$ cat src/pidaw_pkg.sv
// ============================================================================
// pidaw_pkg
// Shared types, constants and microcode for the PID controller with anti-windup.
// ============================================================================
package pidaw_pkg;

	localparam int ValW  = 16;
	localparam int ErrW  = 17;
	localparam int IncW  = 18;
	localparam int DifW  = 22;
	localparam int LimW  = 15;
	localparam int RawW  = 20;
	localparam int MulW  = 38;
	localparam int SumW  = 22;
	localparam int StepW = 3;
	localparam int AddrW = 3;

	localparam logic signed [ValW-1:0] StepNum = 16'sd6554;
	localparam logic signed [RawW-1:0] RawMax  = 20'sh7FFFF;
	localparam logic signed [RawW-1:0] RawMin  = 20'sh80000;
	localparam logic [LimW-1:0]        LimReset = 15'd4096;

	typedef enum logic [AddrW-1:0] {
		REG_TARGET_VALUE   = 3'd0,
		REG_GAIN_P         = 3'd1,
		REG_GAIN_I         = 3'd2,
		REG_GAIN_D         = 3'd3,
		REG_INTEGRAL_LIMIT = 3'd4,
		REG_DRIVE_LIMIT    = 3'd5
	} reg_idx_t;

	typedef enum logic [3:0] {
		OP_NOP      = 4'd0,
		OP_LOAD_ERR = 4'd1,
		OP_DIF      = 4'd2,
		OP_INTEG    = 4'd3,
		OP_PTERM    = 4'd4,
		OP_WINDUP   = 4'd5,
		OP_SUM_D    = 4'd6,
		OP_SUM_I    = 4'd7,
		OP_OUT      = 4'd8
	} op_t;

	typedef enum logic [1:0] {
		A_ERR   = 2'd0,
		A_INTEG = 2'd1,
		A_DIF   = 2'd2
	} asel_t;

	typedef enum logic [1:0] {
		B_STEP = 2'd0,
		B_GP   = 2'd1,
		B_GI   = 2'd2,
		B_GD   = 2'd3
	} bsel_t;

	typedef enum logic [1:0] {
		W_NONE = 2'd0,
		W_IN   = 2'd1,
		W_OUT  = 2'd2
	} wait_t;

	typedef struct packed {
		op_t              op;
		asel_t            a_sel;
		bsel_t            b_sel;
		logic             mul_en;
		wait_t            wait_sel;
		logic             jump;
		logic [StepW-1:0] target;
	} uword_t;

	typedef struct packed {
		op_t   op;
		asel_t a_sel;
		bsel_t b_sel;
		logic  mul_en;
		logic  fire;
	} ctl_t;

	typedef struct packed {
		logic in_valid;
		logic out_full;
	} stat_t;

	typedef struct packed {
		logic signed [ValW-1:0] target_value;
		logic signed [ValW-1:0] gain_p;
		logic signed [ValW-1:0] gain_i;
		logic signed [ValW-1:0] gain_d;
		logic [LimW-1:0]        integral_limit;
		logic [LimW-1:0]        drive_limit;
	} cfg_t;

	function automatic uword_t mk(input op_t op, input asel_t a, input bsel_t b,
			input logic mul_en, input wait_t w, input logic jump,
			input logic [StepW-1:0] target);
		uword_t u;
		u.op       = op;
		u.a_sel    = a;
		u.b_sel    = b;
		u.mul_en   = mul_en;
		u.wait_sel = w;
		u.jump     = jump;
		u.target   = target;
		return u;
	endfunction

	// Program: load error, step product, P product, P term, D product / windup,
	// I product / add D, add I, deliver.
	function automatic uword_t ucode(input logic [StepW-1:0] step);
		uword_t u;
		unique case (step)
			3'd0: u = mk(OP_LOAD_ERR, A_ERR,   B_STEP, 1'b0, W_IN,   1'b0, 3'd0);
			3'd1: u = mk(OP_DIF,      A_ERR,   B_STEP, 1'b1, W_NONE, 1'b0, 3'd0);
			3'd2: u = mk(OP_INTEG,    A_ERR,   B_GP,   1'b1, W_NONE, 1'b0, 3'd0);
			3'd3: u = mk(OP_PTERM,    A_ERR,   B_STEP, 1'b0, W_NONE, 1'b0, 3'd0);
			3'd4: u = mk(OP_WINDUP,   A_DIF,   B_GD,   1'b1, W_NONE, 1'b0, 3'd0);
			3'd5: u = mk(OP_SUM_D,    A_INTEG, B_GI,   1'b1, W_NONE, 1'b0, 3'd0);
			3'd6: u = mk(OP_SUM_I,    A_ERR,   B_STEP, 1'b0, W_NONE, 1'b0, 3'd0);
			3'd7: u = mk(OP_OUT,      A_ERR,   B_STEP, 1'b0, W_OUT,  1'b1, 3'd0);
		endcase
		return u;
	endfunction

	// Saturate a wide signed value to the 20-bit term range.
	function automatic logic signed [RawW-1:0] sat_raw(input logic signed [MulW:0] v);
		logic signed [RawW-1:0] r;
		if (v > (MulW+1)'(RawMax))
			r = RawMax;
		else if (v < (MulW+1)'(RawMin))
			r = RawMin;
		else
			r = v[RawW-1:0];
		return r;
	endfunction

endpackage

$ cat src/pidaw_seq.sv
// ============================================================================
// pidaw_seq
// Microcode sequencer: step counter, control ROM and wait/jump handling.
// ============================================================================
module pidaw_seq (
	input  logic            clk,
	input  logic            arst_n,
	input  pidaw_pkg::stat_t stat,
	output pidaw_pkg::ctl_t  ctl,
	output logic            in_ready
);
	import pidaw_pkg::*;

	logic [StepW-1:0] step_q;
	uword_t           uw;
	logic             hold;

	assign uw = ucode(step_q);

	always_comb begin
		unique case (uw.wait_sel)
			W_IN:    hold = !stat.in_valid;
			W_OUT:   hold = stat.out_full;
			default: hold = 1'b0;
		endcase
	end

	assign in_ready   = (uw.wait_sel == W_IN);
	assign ctl.op     = uw.op;
	assign ctl.a_sel  = uw.a_sel;
	assign ctl.b_sel  = uw.b_sel;
	assign ctl.mul_en = uw.mul_en;
	assign ctl.fire   = !hold;

	always_ff @(posedge clk or negedge arst_n) begin
		if (!arst_n) begin
			step_q <= '0;
		end else if (!hold) begin
			if (uw.jump) begin
				step_q <= uw.target;
			end else begin
				step_q <= step_q + StepW'(1);
			end
		end
	end

endmodule

$ cat src/pidaw_datapath.sv
// ============================================================================
// pidaw_datapath
// Shared multiplier, term rounding/saturation, state and output register.
// ============================================================================
module pidaw_datapath (
	input  logic                        clk,
	input  logic                        arst_n,
	input  pidaw_pkg::cfg_t             cfg,
	input  pidaw_pkg::ctl_t             ctl,
	input  logic signed [15:0]          measured,
	input  logic                        out_ready,
	output logic                        out_valid,
	output logic                        out_full,
	output logic signed [15:0]          drive,
	output logic signed [19:0]          raw_drive
);
	import pidaw_pkg::*;

	logic signed [ErrW-1:0] err_q;
	logic signed [ErrW-1:0] prev_q;
	logic signed [DifW-1:0] dif10_q;
	logic signed [ValW-1:0] integ_q;
	logic signed [MulW-1:0] prod_q;
	logic signed [RawW-1:0] p_q;
	logic signed [SumW-1:0] sum_q;
	logic                   out_valid_q;
	logic signed [ValW-1:0] drive_q;
	logic signed [RawW-1:0] raw_q;

	logic signed [DifW-1:0] a_op;
	logic signed [ValW-1:0] b_op;
	logic signed [MulW-1:0] mul_p;
	logic signed [ErrW:0]   dif;
	logic signed [DifW-1:0] dif_x;
	logic signed [MulW:0]   r16;
	logic signed [MulW:0]   r8;
	logic signed [IncW-1:0] inc;
	logic signed [IncW-1:0] acc;
	logic signed [IncW-1:0] ilim;
	logic signed [IncW-1:0] integ_nx;
	logic signed [RawW-1:0] term;
	logic signed [RawW:0]   dlim;
	logic signed [RawW:0]   p_x;
	logic signed [RawW-1:0] raw_nx;
	logic signed [RawW:0]   raw_x;
	logic signed [RawW:0]   drv_x;
	logic                   do_op;

	assign do_op = ctl.fire;

	always_comb begin
		unique case (ctl.a_sel)
			A_ERR:   a_op = DifW'(err_q);
			A_INTEG: a_op = DifW'(integ_q);
			default: a_op = dif10_q;
		endcase
		unique case (ctl.b_sel)
			B_STEP: b_op = StepNum;
			B_GP:   b_op = cfg.gain_p;
			B_GI:   b_op = cfg.gain_i;
			B_GD:   b_op = cfg.gain_d;
		endcase
	end

	assign mul_p = a_op * b_op;

	// error difference times ten as shift-add
	assign dif   = (ErrW+1)'(err_q) - (ErrW+1)'(prev_q);
	assign dif_x = DifW'(dif);

	// round half up, then arithmetic shift
	assign r16 = (MulW+1)'(prod_q) + (MulW+1)'(40'sd32768);
	assign r8  = (MulW+1)'(prod_q) + (MulW+1)'(40'sd128);
	assign inc = r16[16 +: IncW];
	assign term = sat_raw(r8 >>> 8);

	assign acc  = IncW'(integ_q) + inc;
	assign ilim = $signed({3'b000, cfg.integral_limit});

	always_comb begin
		if (acc > ilim)
			integ_nx = ilim;
		else if (acc < -ilim)
			integ_nx = -ilim;
		else
			integ_nx = acc;
	end

	assign dlim   = $signed({6'b000000, cfg.drive_limit});
	assign p_x    = (RawW+1)'(p_q);
	assign raw_nx = sat_raw((MulW+1)'(sum_q));
	assign raw_x  = (RawW+1)'(raw_nx);

	always_comb begin
		if (raw_x > dlim)
			drv_x = dlim;
		else if (raw_x < -dlim)
			drv_x = -dlim;
		else
			drv_x = raw_x;
	end

	// scratch registers
	always_ff @(posedge clk) begin
		if (do_op && ctl.mul_en) begin
			prod_q <= mul_p;
		end
		if (do_op) begin
			unique case (ctl.op)
				OP_LOAD_ERR: err_q   <= ErrW'(cfg.target_value) - ErrW'(measured);
				OP_DIF:      dif10_q <= (dif_x <<< 3) + (dif_x <<< 1);
				OP_PTERM:    p_q     <= term;
				OP_SUM_D:    sum_q   <= SumW'(p_q) + SumW'(term);
				OP_SUM_I:    sum_q   <= sum_q + SumW'(term);
				OP_OUT: begin
					raw_q   <= raw_nx;
					drive_q <= drv_x[ValW-1:0];
				end
				default: ;
			endcase
		end
	end

	// controller state
	always_ff @(posedge clk or negedge arst_n) begin
		if (!arst_n) begin
			integ_q <= '0;
			prev_q  <= '0;
		end else if (do_op) begin
			unique case (ctl.op)
				OP_INTEG:  integ_q <= integ_nx[ValW-1:0];
				OP_WINDUP: begin
					if (p_x > dlim || p_x < -dlim) begin
						integ_q <= '0;
					end
				end
				OP_OUT:    prev_q <= err_q;
				default: ;
			endcase
		end
	end

	always_ff @(posedge clk or negedge arst_n) begin
		if (!arst_n) begin
			out_valid_q <= 1'b0;
		end else if (do_op && ctl.op == OP_OUT) begin
			out_valid_q <= 1'b1;
		end else if (out_ready) begin
			out_valid_q <= 1'b0;
		end
	end

	assign out_full  = out_valid_q && !out_ready;
	assign out_valid = out_valid_q;
	assign drive     = drive_q;
	assign raw_drive = raw_q;

endmodule

$ cat src/pid_controller_antiwindup_unit.sv
// ============================================================================
// pid_controller_antiwindup_unit
// Fixed-point PID controller with integral clamp and anti-windup reset.
// ============================================================================
// Usage:
//   Slave stream carries one measurement (Q4.12) per transaction.
//   Master stream returns drive (clamped to +/- drive_limit) and raw_drive
//   (saturated unclamped sum) per transaction.
//   The user writes registers through cfg_we/cfg_addr/cfg_wdata only while idle (unenforced).
// Sequence:
//   Each item takes one accept step and seven microcode steps that share
//   a single 22x16 multiplier for the step, P, D and I products.
//   The final deliver step loads the result into the output register.
//   The next measurement is accepted while the previous result waits.
// Reset:
//   arst_n clears integral and previous error, loads register defaults
//   (gains and target zero, both limits 1.0) and empties the output.
// Stall:
//   If the output register is still held by the receiver, the final step
//   waits; no result is dropped.
// ============================================================================
module pid_controller_antiwindup_unit (
	input  logic        clk,
	input  logic        arst_n,
	input  logic        s_axis_tvalid,
	output logic        s_axis_tready,
	input  logic [15:0] s_axis_tdata,   // [15:0] measured
	output logic        m_axis_tvalid,
	input  logic        m_axis_tready,
	output logic [39:0] m_axis_tdata,   // [15:0] drive, [35:16] raw_drive, [39:36] zero
	input  logic        cfg_we,
	input  logic [2:0]  cfg_addr,
	input  logic [15:0] cfg_wdata
);
	import pidaw_pkg::*;

	cfg_t                   cfg_q;
	ctl_t                   ctl;
	stat_t                  stat;
	logic                   out_full;
	logic signed [ValW-1:0] drive;
	logic signed [RawW-1:0] raw_drive;

	always_ff @(posedge clk or negedge arst_n) begin
		if (!arst_n) begin
			cfg_q.target_value   <= '0;
			cfg_q.gain_p         <= '0;
			cfg_q.gain_i         <= '0;
			cfg_q.gain_d         <= '0;
			cfg_q.integral_limit <= LimReset;
			cfg_q.drive_limit    <= LimReset;
		end else if (cfg_we) begin
			unique case (reg_idx_t'(cfg_addr))
				REG_TARGET_VALUE:   cfg_q.target_value   <= cfg_wdata;
				REG_GAIN_P:         cfg_q.gain_p         <= cfg_wdata;
				REG_GAIN_I:         cfg_q.gain_i         <= cfg_wdata;
				REG_GAIN_D:         cfg_q.gain_d         <= cfg_wdata;
				REG_INTEGRAL_LIMIT: cfg_q.integral_limit <= cfg_wdata[LimW-1:0];
				REG_DRIVE_LIMIT:    cfg_q.drive_limit    <= cfg_wdata[LimW-1:0];
				default: ;
			endcase
		end
	end

	assign stat.in_valid = s_axis_tvalid;
	assign stat.out_full = out_full;

	pidaw_seq u_seq (
		.clk      (clk),
		.arst_n   (arst_n),
		.stat     (stat),
		.ctl      (ctl),
		.in_ready (s_axis_tready)
	);

	pidaw_datapath u_dp (
		.clk       (clk),
		.arst_n    (arst_n),
		.cfg       (cfg_q),
		.ctl       (ctl),
		.measured  (s_axis_tdata),
		.out_ready (m_axis_tready),
		.out_valid (m_axis_tvalid),
		.out_full  (out_full),
		.drive     (drive),
		.raw_drive (raw_drive)
	);

	assign m_axis_tdata = {4'b0000, raw_drive, drive};

endmodule

$ cat config.mk
export PLATFORM = sky130hd
export DESIGN_NAME = pid_controller_antiwindup_unit
export DESIGN_NICKNAME = d
export VERILOG_FILES = /design/src/pidaw_pkg.sv /design/src/pidaw_seq.sv /design/src/pidaw_datapath.sv /design/src/pid_controller_antiwindup_unit.sv
export SDC_FILE = /design/constraint.sdc
export NUM_CORES = 2
export LEC_CHECK = 0
export BUFFER_PORTS_ARGS = -buffer_cell sky130_fd_sc_hd__buf_2
export CAP_MARGIN = 25
export CORE_MARGIN = 2
export CORE_UTILIZATION = 25
export DETAILED_ROUTE_END_ITERATION = 10
export SYNTH_ARGS = -nofsm -noshare
export SYNTH_HDL_FRONTEND = slang
export SYNTH_SLANG_ARGS = --single-unit
$ cat constraint.sdc
create_clock -name clk -period 7.4 [get_ports clk]
set_clock_uncertainty 0.05 [all_clocks]
set_input_delay 0.37 -clock clk [delete_from_list [all_inputs] [get_ports clk]]
set_output_delay 0.37 -clock clk [all_outputs]
set_load 0.01 [all_outputs]
Word-level counts from Yosys, hierarchy flattened

Memory sizes are Yosys's and may differ from the RTL's.
Index checks and enable logic that the tools add are counted.

Register bits: 286
Bits in latches: 0
RAM bits: 0
ROM bits: 96
Input port bits: 40
Output and inout port bits: 42
Memories: 1

$add $sub $neg: 11
$mul: 1
Div/mod/pow operators: 0
Order comparisons: 10
Equality and inequality tests: 20
Shift-type cells: 0
Mux-type cells: 17
Bitwise gates (word level): 1
Reduce and logical (&&, ||, !) cells: 25

Memory list:

| name             | depth | width | read ports | clocked after memory_dff | wr ports | line             | text |
|---|---|---|---|---|---|---|---|
| (name not given) | 8     | 12    | 1          | 0                        | 0        | pidaw_pkg.sv:113 | `unique case (step)` |

Operators by type and width:

| cell                                                                   | count |
|---|---|
| 22-bit one-hot mux with 2 select lines                                 | 2 |
| 20-bit two-way mux                                                     | 4 |
| 16-bit two-way mux                                                     | 4 |
| 16-bit one-hot mux with 4 select lines                                 | 1 |
| 20-bit by 21-bit < comparator with 1-bit output                        | 2 |
| 20-bit by 16-bit > comparator with 1-bit output                        | 2 |
| 38-bit by 9-bit adder with 39-bit output, second input constant        | 1 |
| 22-bit by 16-bit multiplier with 38-bit output                         | 1 |
| 34-bit by 17-bit adder with 34-bit output, second input constant       | 1 |
| 16-bit one-hot mux with 2 select lines                                 | 1 |
| 31-bit by 20-bit > comparator with 1-bit output, second input constant | 1 |
| 31-bit by 20-bit < comparator with 1-bit output, second input constant | 1 |
| 21-bit by 19-bit adder with 22-bit output                              | 1 |
| 22-bit by 20-bit adder with 22-bit output                              | 1 |
| 22-bit by 20-bit > comparator with 1-bit output, second input constant | 1 |
| 22-bit by 20-bit < comparator with 1-bit output, second input constant | 1 |
| 2-bit AND reduction                                                    | 11 |
| 20-bit by 20-bit adder with 21-bit output                              | 1 |
| 15-bit negation with 21-bit output                                     | 1 |
| 16-bit by 18-bit adder with 18-bit output                              | 1 |
| 18-bit by 16-bit > comparator with 1-bit output                        | 1 |
| 18-bit < comparator                                                    | 1 |
| 15-bit negation with 18-bit output                                     | 1 |
| 17-bit by 17-bit subtractor with 18-bit output                         | 1 |
| 24 further kinds                                                       | 42 |

Longest topological paths before layout

Word-level depth: 6
Depth in mapped cells: 34
Gate-level depth less buffers: 31

Cells and area by module

From an unflattened synthesis, not the netlist that was laid out.

Cell total of the unflattened synthesis: 3425
Area total of the unflattened synthesis: 32586.3 µm²

By module, submodules not included:

| module                         | times used | cells each | area an instance (µm²) | seq. area each (µm²) |
|---|---|---|---|---|
| pidaw_datapath                 | 1          | 3180       | 28632.5                | 5265.0 |
| pid_controller_antiwindup_unit | 1          | 209        | 3629.7                 | 2354.8 |
| pidaw_seq                      | 1          | 36         | 324.1                  | 75.1 |

Worst setup path before layout

No wires, ideal clock.

Path kind: flip-flop to flip-flop
Start point: register u_seq.step_q[1]
End point: register u_dp.prod_q[37] (data pin)
Setup time: 273 ps
Data arrival time: 7802 ps
Data required time: 7077 ps
Path slack: -724 ps
Stages on the path, launching flop included: 27
Path buffers: 4
Path through: dfrtp_1 inv_1 ha_1 buf_2 buf_2 buf_1 mux2i_1 o21ai_0 clkbuf_1 nand2_1 fa_1 inv_1 fa_1 fa_1 fa_1 fa_1 inv_1 fa_1 inv_1 ha_1 a21o_1 a211oi_1 and4_1 nand2b_1 nor3_1 a2111oi_0 xnor2_1

Cells in the longest elaborated chain, start to end: 4
Elaborated cells between the ends (all ways): 10

RTL lines:

| what                                                                                             | line                                       | text |
|---|---|---|
| start: declaration                                                                               | pidaw_seq.sv:14                            | `logic [StepW-1:0] step_q;` |
| start signal: assignment                                                                         | pidaw_seq.sv:40                            | `step_q <= uw.target;` |
| start signal: assignment                                                                         | pidaw_seq.sv:42                            | `step_q <= step_q + StepW'(1);` |
| memory read 8 x 12 bit (*)                                                                       | n/a                                        |  |
| 2-bit == test (tied with other cells)                                                            | pidaw_datapath.sv:57                       | `unique case (ctl.b_sel)` |
| 16-bit one-hot mux with 4 select lines or 22-bit one-hot mux with 2 select lines (tied branches) | pidaw_datapath.sv:57, pidaw_datapath.sv:52 |  |
| 22-bit by 16-bit multiplier with 38-bit output (*)                                               | pidaw_datapath.sv:65                       | `assign mul_p = a_op * b_op;` |
| via u_dp.mul_p[37]                                                                               | pidaw_datapath.sv:32                       | `logic signed [MulW-1:0] mul_p;` |
| end signal: assignment                                                                           | pidaw_datapath.sv:106                      | `prod_q <= mul_p;` |
| end: declaration                                                                                 | pidaw_datapath.sv:23                       | `logic signed [MulW-1:0] prod_q;` |

The timed path passes the listed nets; every way through them passes the cells marked *.
A chain may end at the register's enable or synchronous reset.

Final worst setup path

Start point: register u_seq.step_q[0]
End point: register u_dp.prod_q[37] (data pin)

The elaborated chain is that of the path after synthesis.

==> results.md <==
- Max Slew Vio Count: 0
- Vias: 25,270
- Distinct cells, synth: 82
- Slowest stage cell, crit path: fa_2
- Reg-to-reg startpoint: u_seq.step_q[0]
- P&R area growth vs syn: 19.14%
- Most frequent cells in the layout: inv_1 (519), nand2_1 (345), fa_1 (333)
- Slowest stage delay, CP: roughly 550 ps
- CTS tree: yes
- Hold Slack: between 60 and 70 ps
- Endpoint of the worst hold path: cfg_q[18]
- Slew Limit Headroom: 0.3072
- Cts bufs inserted: 30
- Die Area: approximately 0.13 sq mm
- Antenna cells: 0
- Hold Path Class: primary input to flop
- CTS root buf: clkbuf_16
- Hold path depth: 3
- Number of max-cap violations: 0
- Port Buffers: a little under 80
- Mapped Cells: between 3,000 and 4,000
- Routability cong.: between 0.9 and 1
- Crit-path max FO: 8
- Setup Viol. Count Final: 0
- Final WS setup: ~150 ps
- Ys Warns: 0
- Most used flip-flop cell after synthesis: edfxtp_1
- Met1 usage: 0.1902
- Commonest non-fill, non-tap cell in the layout: inv_1
- Number of nets with antenna violations after routing: 0
- Setup WS pre-CTS: -236.4 ps
- Worst R2R Path Depth: 29
- Core Rows: 131
- Initial antenna violation count: 7
- Drt wl/cell: around 17 microns
- DR vias/cell: about 4.7
- Most used cell, CP: fa_1
- Top-Level Pins: roughly 80
- Status: complete, no violations
- Grt total ovfl: 0
- Fraction of registers with async set/reset: 0.4712
- Syn Std Cell Area: ~0.032 sq mm
- Final net count: ~4,400
- Starting DRC count in detailed routing: 1,769
- Fin crit period: 7249 ps
- R2r setup slk: 150 ps
- Max Buffers Root-to-Sink: 3
- Worst Path Required: approximately 7700 ps
- Reg clk slew, reported paths: 70 ps
- Grt peak-use layer: met2
- Clk Latency, worst-skew pair: 620 ps
- Pin count of the biggest net entering global routing: 69
- Sink Count: between 200 and 300
- CP Class: flop to flop
- Met3 usage: 0.02431
- Placed cell areas: ~0.036 sq mm
- Share of cells above drive strength 1: 0.1723
- Cell area after layout: roughly 0.038 sq mm
- Overall die height: ~360 microns
- Vias in the first global route: approximately 26,000
- DRT Wirelength: approximately 94,000 microns
- CP arrival: 7560 ps
- Fillcell total: about 13,000
- Fmax: approximately 0.14 GHz
- Reg2reg end: u_dp.prod_q[37]
- Syn Area/Cell: around 9.3 sq um
- HPWL Detailed: 77,100 microns
- DRC violations left: 0
- Post-synth EDFFs: roughly 150
- Worst Max-Slew Pin Slew: around 1000 ps
- Overall Global Routing Usage: 0.1397
- Pre-antenna DRT Iters: 6
- HP Start: cfg_wdata[3]
- Register area share after synthesis: 0.2394
- CP Launch Type: flop
- Critical Path End Type: flop
- Initial Utilization: 0.2520
- H-tree Lvls: 1
- First-pass GRT wire length: between 100,000 and 150,000 microns
- Crit. Startpoint: u_seq.step_q[0]
- Final Hold Fails: 0
- Total core area: between 0.1 and 0.15 sq mm
- Final Cycle Share: 0.9797
- Seq cells post-synth: 278
- Die Wd: 362.5 microns
- Met2 usage: 0.2304
cells in the mapped netlist, drive strengths merged (6+ instances only):
master	count	area share
o211ai	14	0.0033
o21ba	7	0.0022
nand3	49	0.0079
nand2b	29	0.0056
xnor2	129	0.035
o21ai	148	0.023
xor2	64	0.017
ha	312	0.12
nor2	301	0.035
clkbuf	97	0.011
or3	23	0.0045
nand4	23	0.0045
nor3	54	0.0086
o21bai	14	0.0033
mux2i	26	0.0081
dfrtp	129	0.10
a21boi	19	0.0044
o211a	8	0.0025
a221o	17	0.0053
fa	351	0.22
a31oi	29	0.0061
and3	17	0.0033
a21oi	126	0.020
a21o	62	0.014
o31ai	9	0.0021
a2111oi	7	0.0021
o21a	32	0.0075
mux2	79	0.028
nand2	362	0.042
nor4	10	0.0024
edfxtp	147	0.14
inv	534	0.062
a211oi	13	0.0030
and4	6	0.0016
a221oi	19	0.0052
buf	20	0.0035
and2	24	0.0047
o22ai	16	0.0031
nor2b	38	0.0074
a22oi	13	0.0030
or2	6	0.0012
worst max path at each step:
stage / endpoint / slack [ps] / cells past startpoint
after global routing: u_dp.prod_q[37] / -100 / 29
after floorplan: u_dp.prod_q[37] / 2 / 27
after detailed placement: u_dp.prod_q[37] / -240 / 26
final: u_dp.prod_q[37] / 150 / 29
after CTS: u_dp.prod_q[28] / 20 / 28
after global placement: u_dp.prod_q[37] / -110 / 26
metal layers:
metal / wire length [microns] / part of all wire
met5: 0 / 0
met3: 5899 / 0.063
met1: 42390 / 0.45
met2: 42580 / 0.45
met4: 2821 / 0.030
flip-flops by register name (all words and copies together) (netlist names):
signal / cells
u_dp.sum_q: 22
cfg_q: 94
u_dp.raw_drive: 20
u_dp.dif10_q: 21
u_dp.prev_q: 17
u_dp.integ_q: 16
u_seq.step_q: 3
u_dp.prod_q: 31
u_dp.err_q: 17
u_dp.p_q: 20
u_dp.drive: 16
u_dp.out_valid: 1
worst max-delay path: cells and delay by family, from the launching register on:
family / cells / cell delay (ps)
fa+ha+maj: 8 / 3290
simple gates: 7 / 1120
compound gates: 5 / 1110
buf+inv: 8 / 910
flops: 1 / 390
xor+xnor: 1 / 110
metrics by stage:
stage | util | std cells | TNS, ps
after floorplan | - | 3444 | 0
after global placement | 0.2831 | 5279 | -132.3
after detailed placement | 0.2834 | 5283 | -607.9
after CTS | 0.2918 | 5343 | 0
after global routing | 0.3002 | 5389 | -208.8
final | 0.3002 | 5389 | 0
kinds of logic after synthesis:
kind of cell | count (synthesis) | synth area share
AO/OA/AOI/OAI | 592 | 0.1214
adder cells (fa/ha/maj) | 663 | 0.3401
XOR/XNOR | 193 | 0.05260
other | 1 | 0.0001167
AND/OR/NAND/NOR | 957 | 0.1331
flip-flops | 278 | 0.2394
multiplexers | 105 | 0.03578
buffers and inverters | 652 | 0.07736
cell type report:
type                    count  area (sq um)  area share
clock buffers              43         869.6     0.02271
clock inverters            12         105.1    0.002745
inverters                 535          2024     0.05288
multi-input cells        2514         22700      0.5928
flip-flops and latches    278          7696      0.2010
well taps                1662          2079     0.05432
repair buffers            345          2814     0.07350
what timing repair did:
action / CTS / global route
buffers inserted: 4 / 41
pin swaps: 4 / 107
endpoints found under the hold margin: 67 / 0
gates cloned: 0 / 5
endpoints found under the setup margin: 8 / 21
hold buffers: 1 / 0
gates resized for setup: 18 / 155
Power is not shown: default switching activity piles up to over one toggle a cycle in this logic, so the estimate is an artifact.
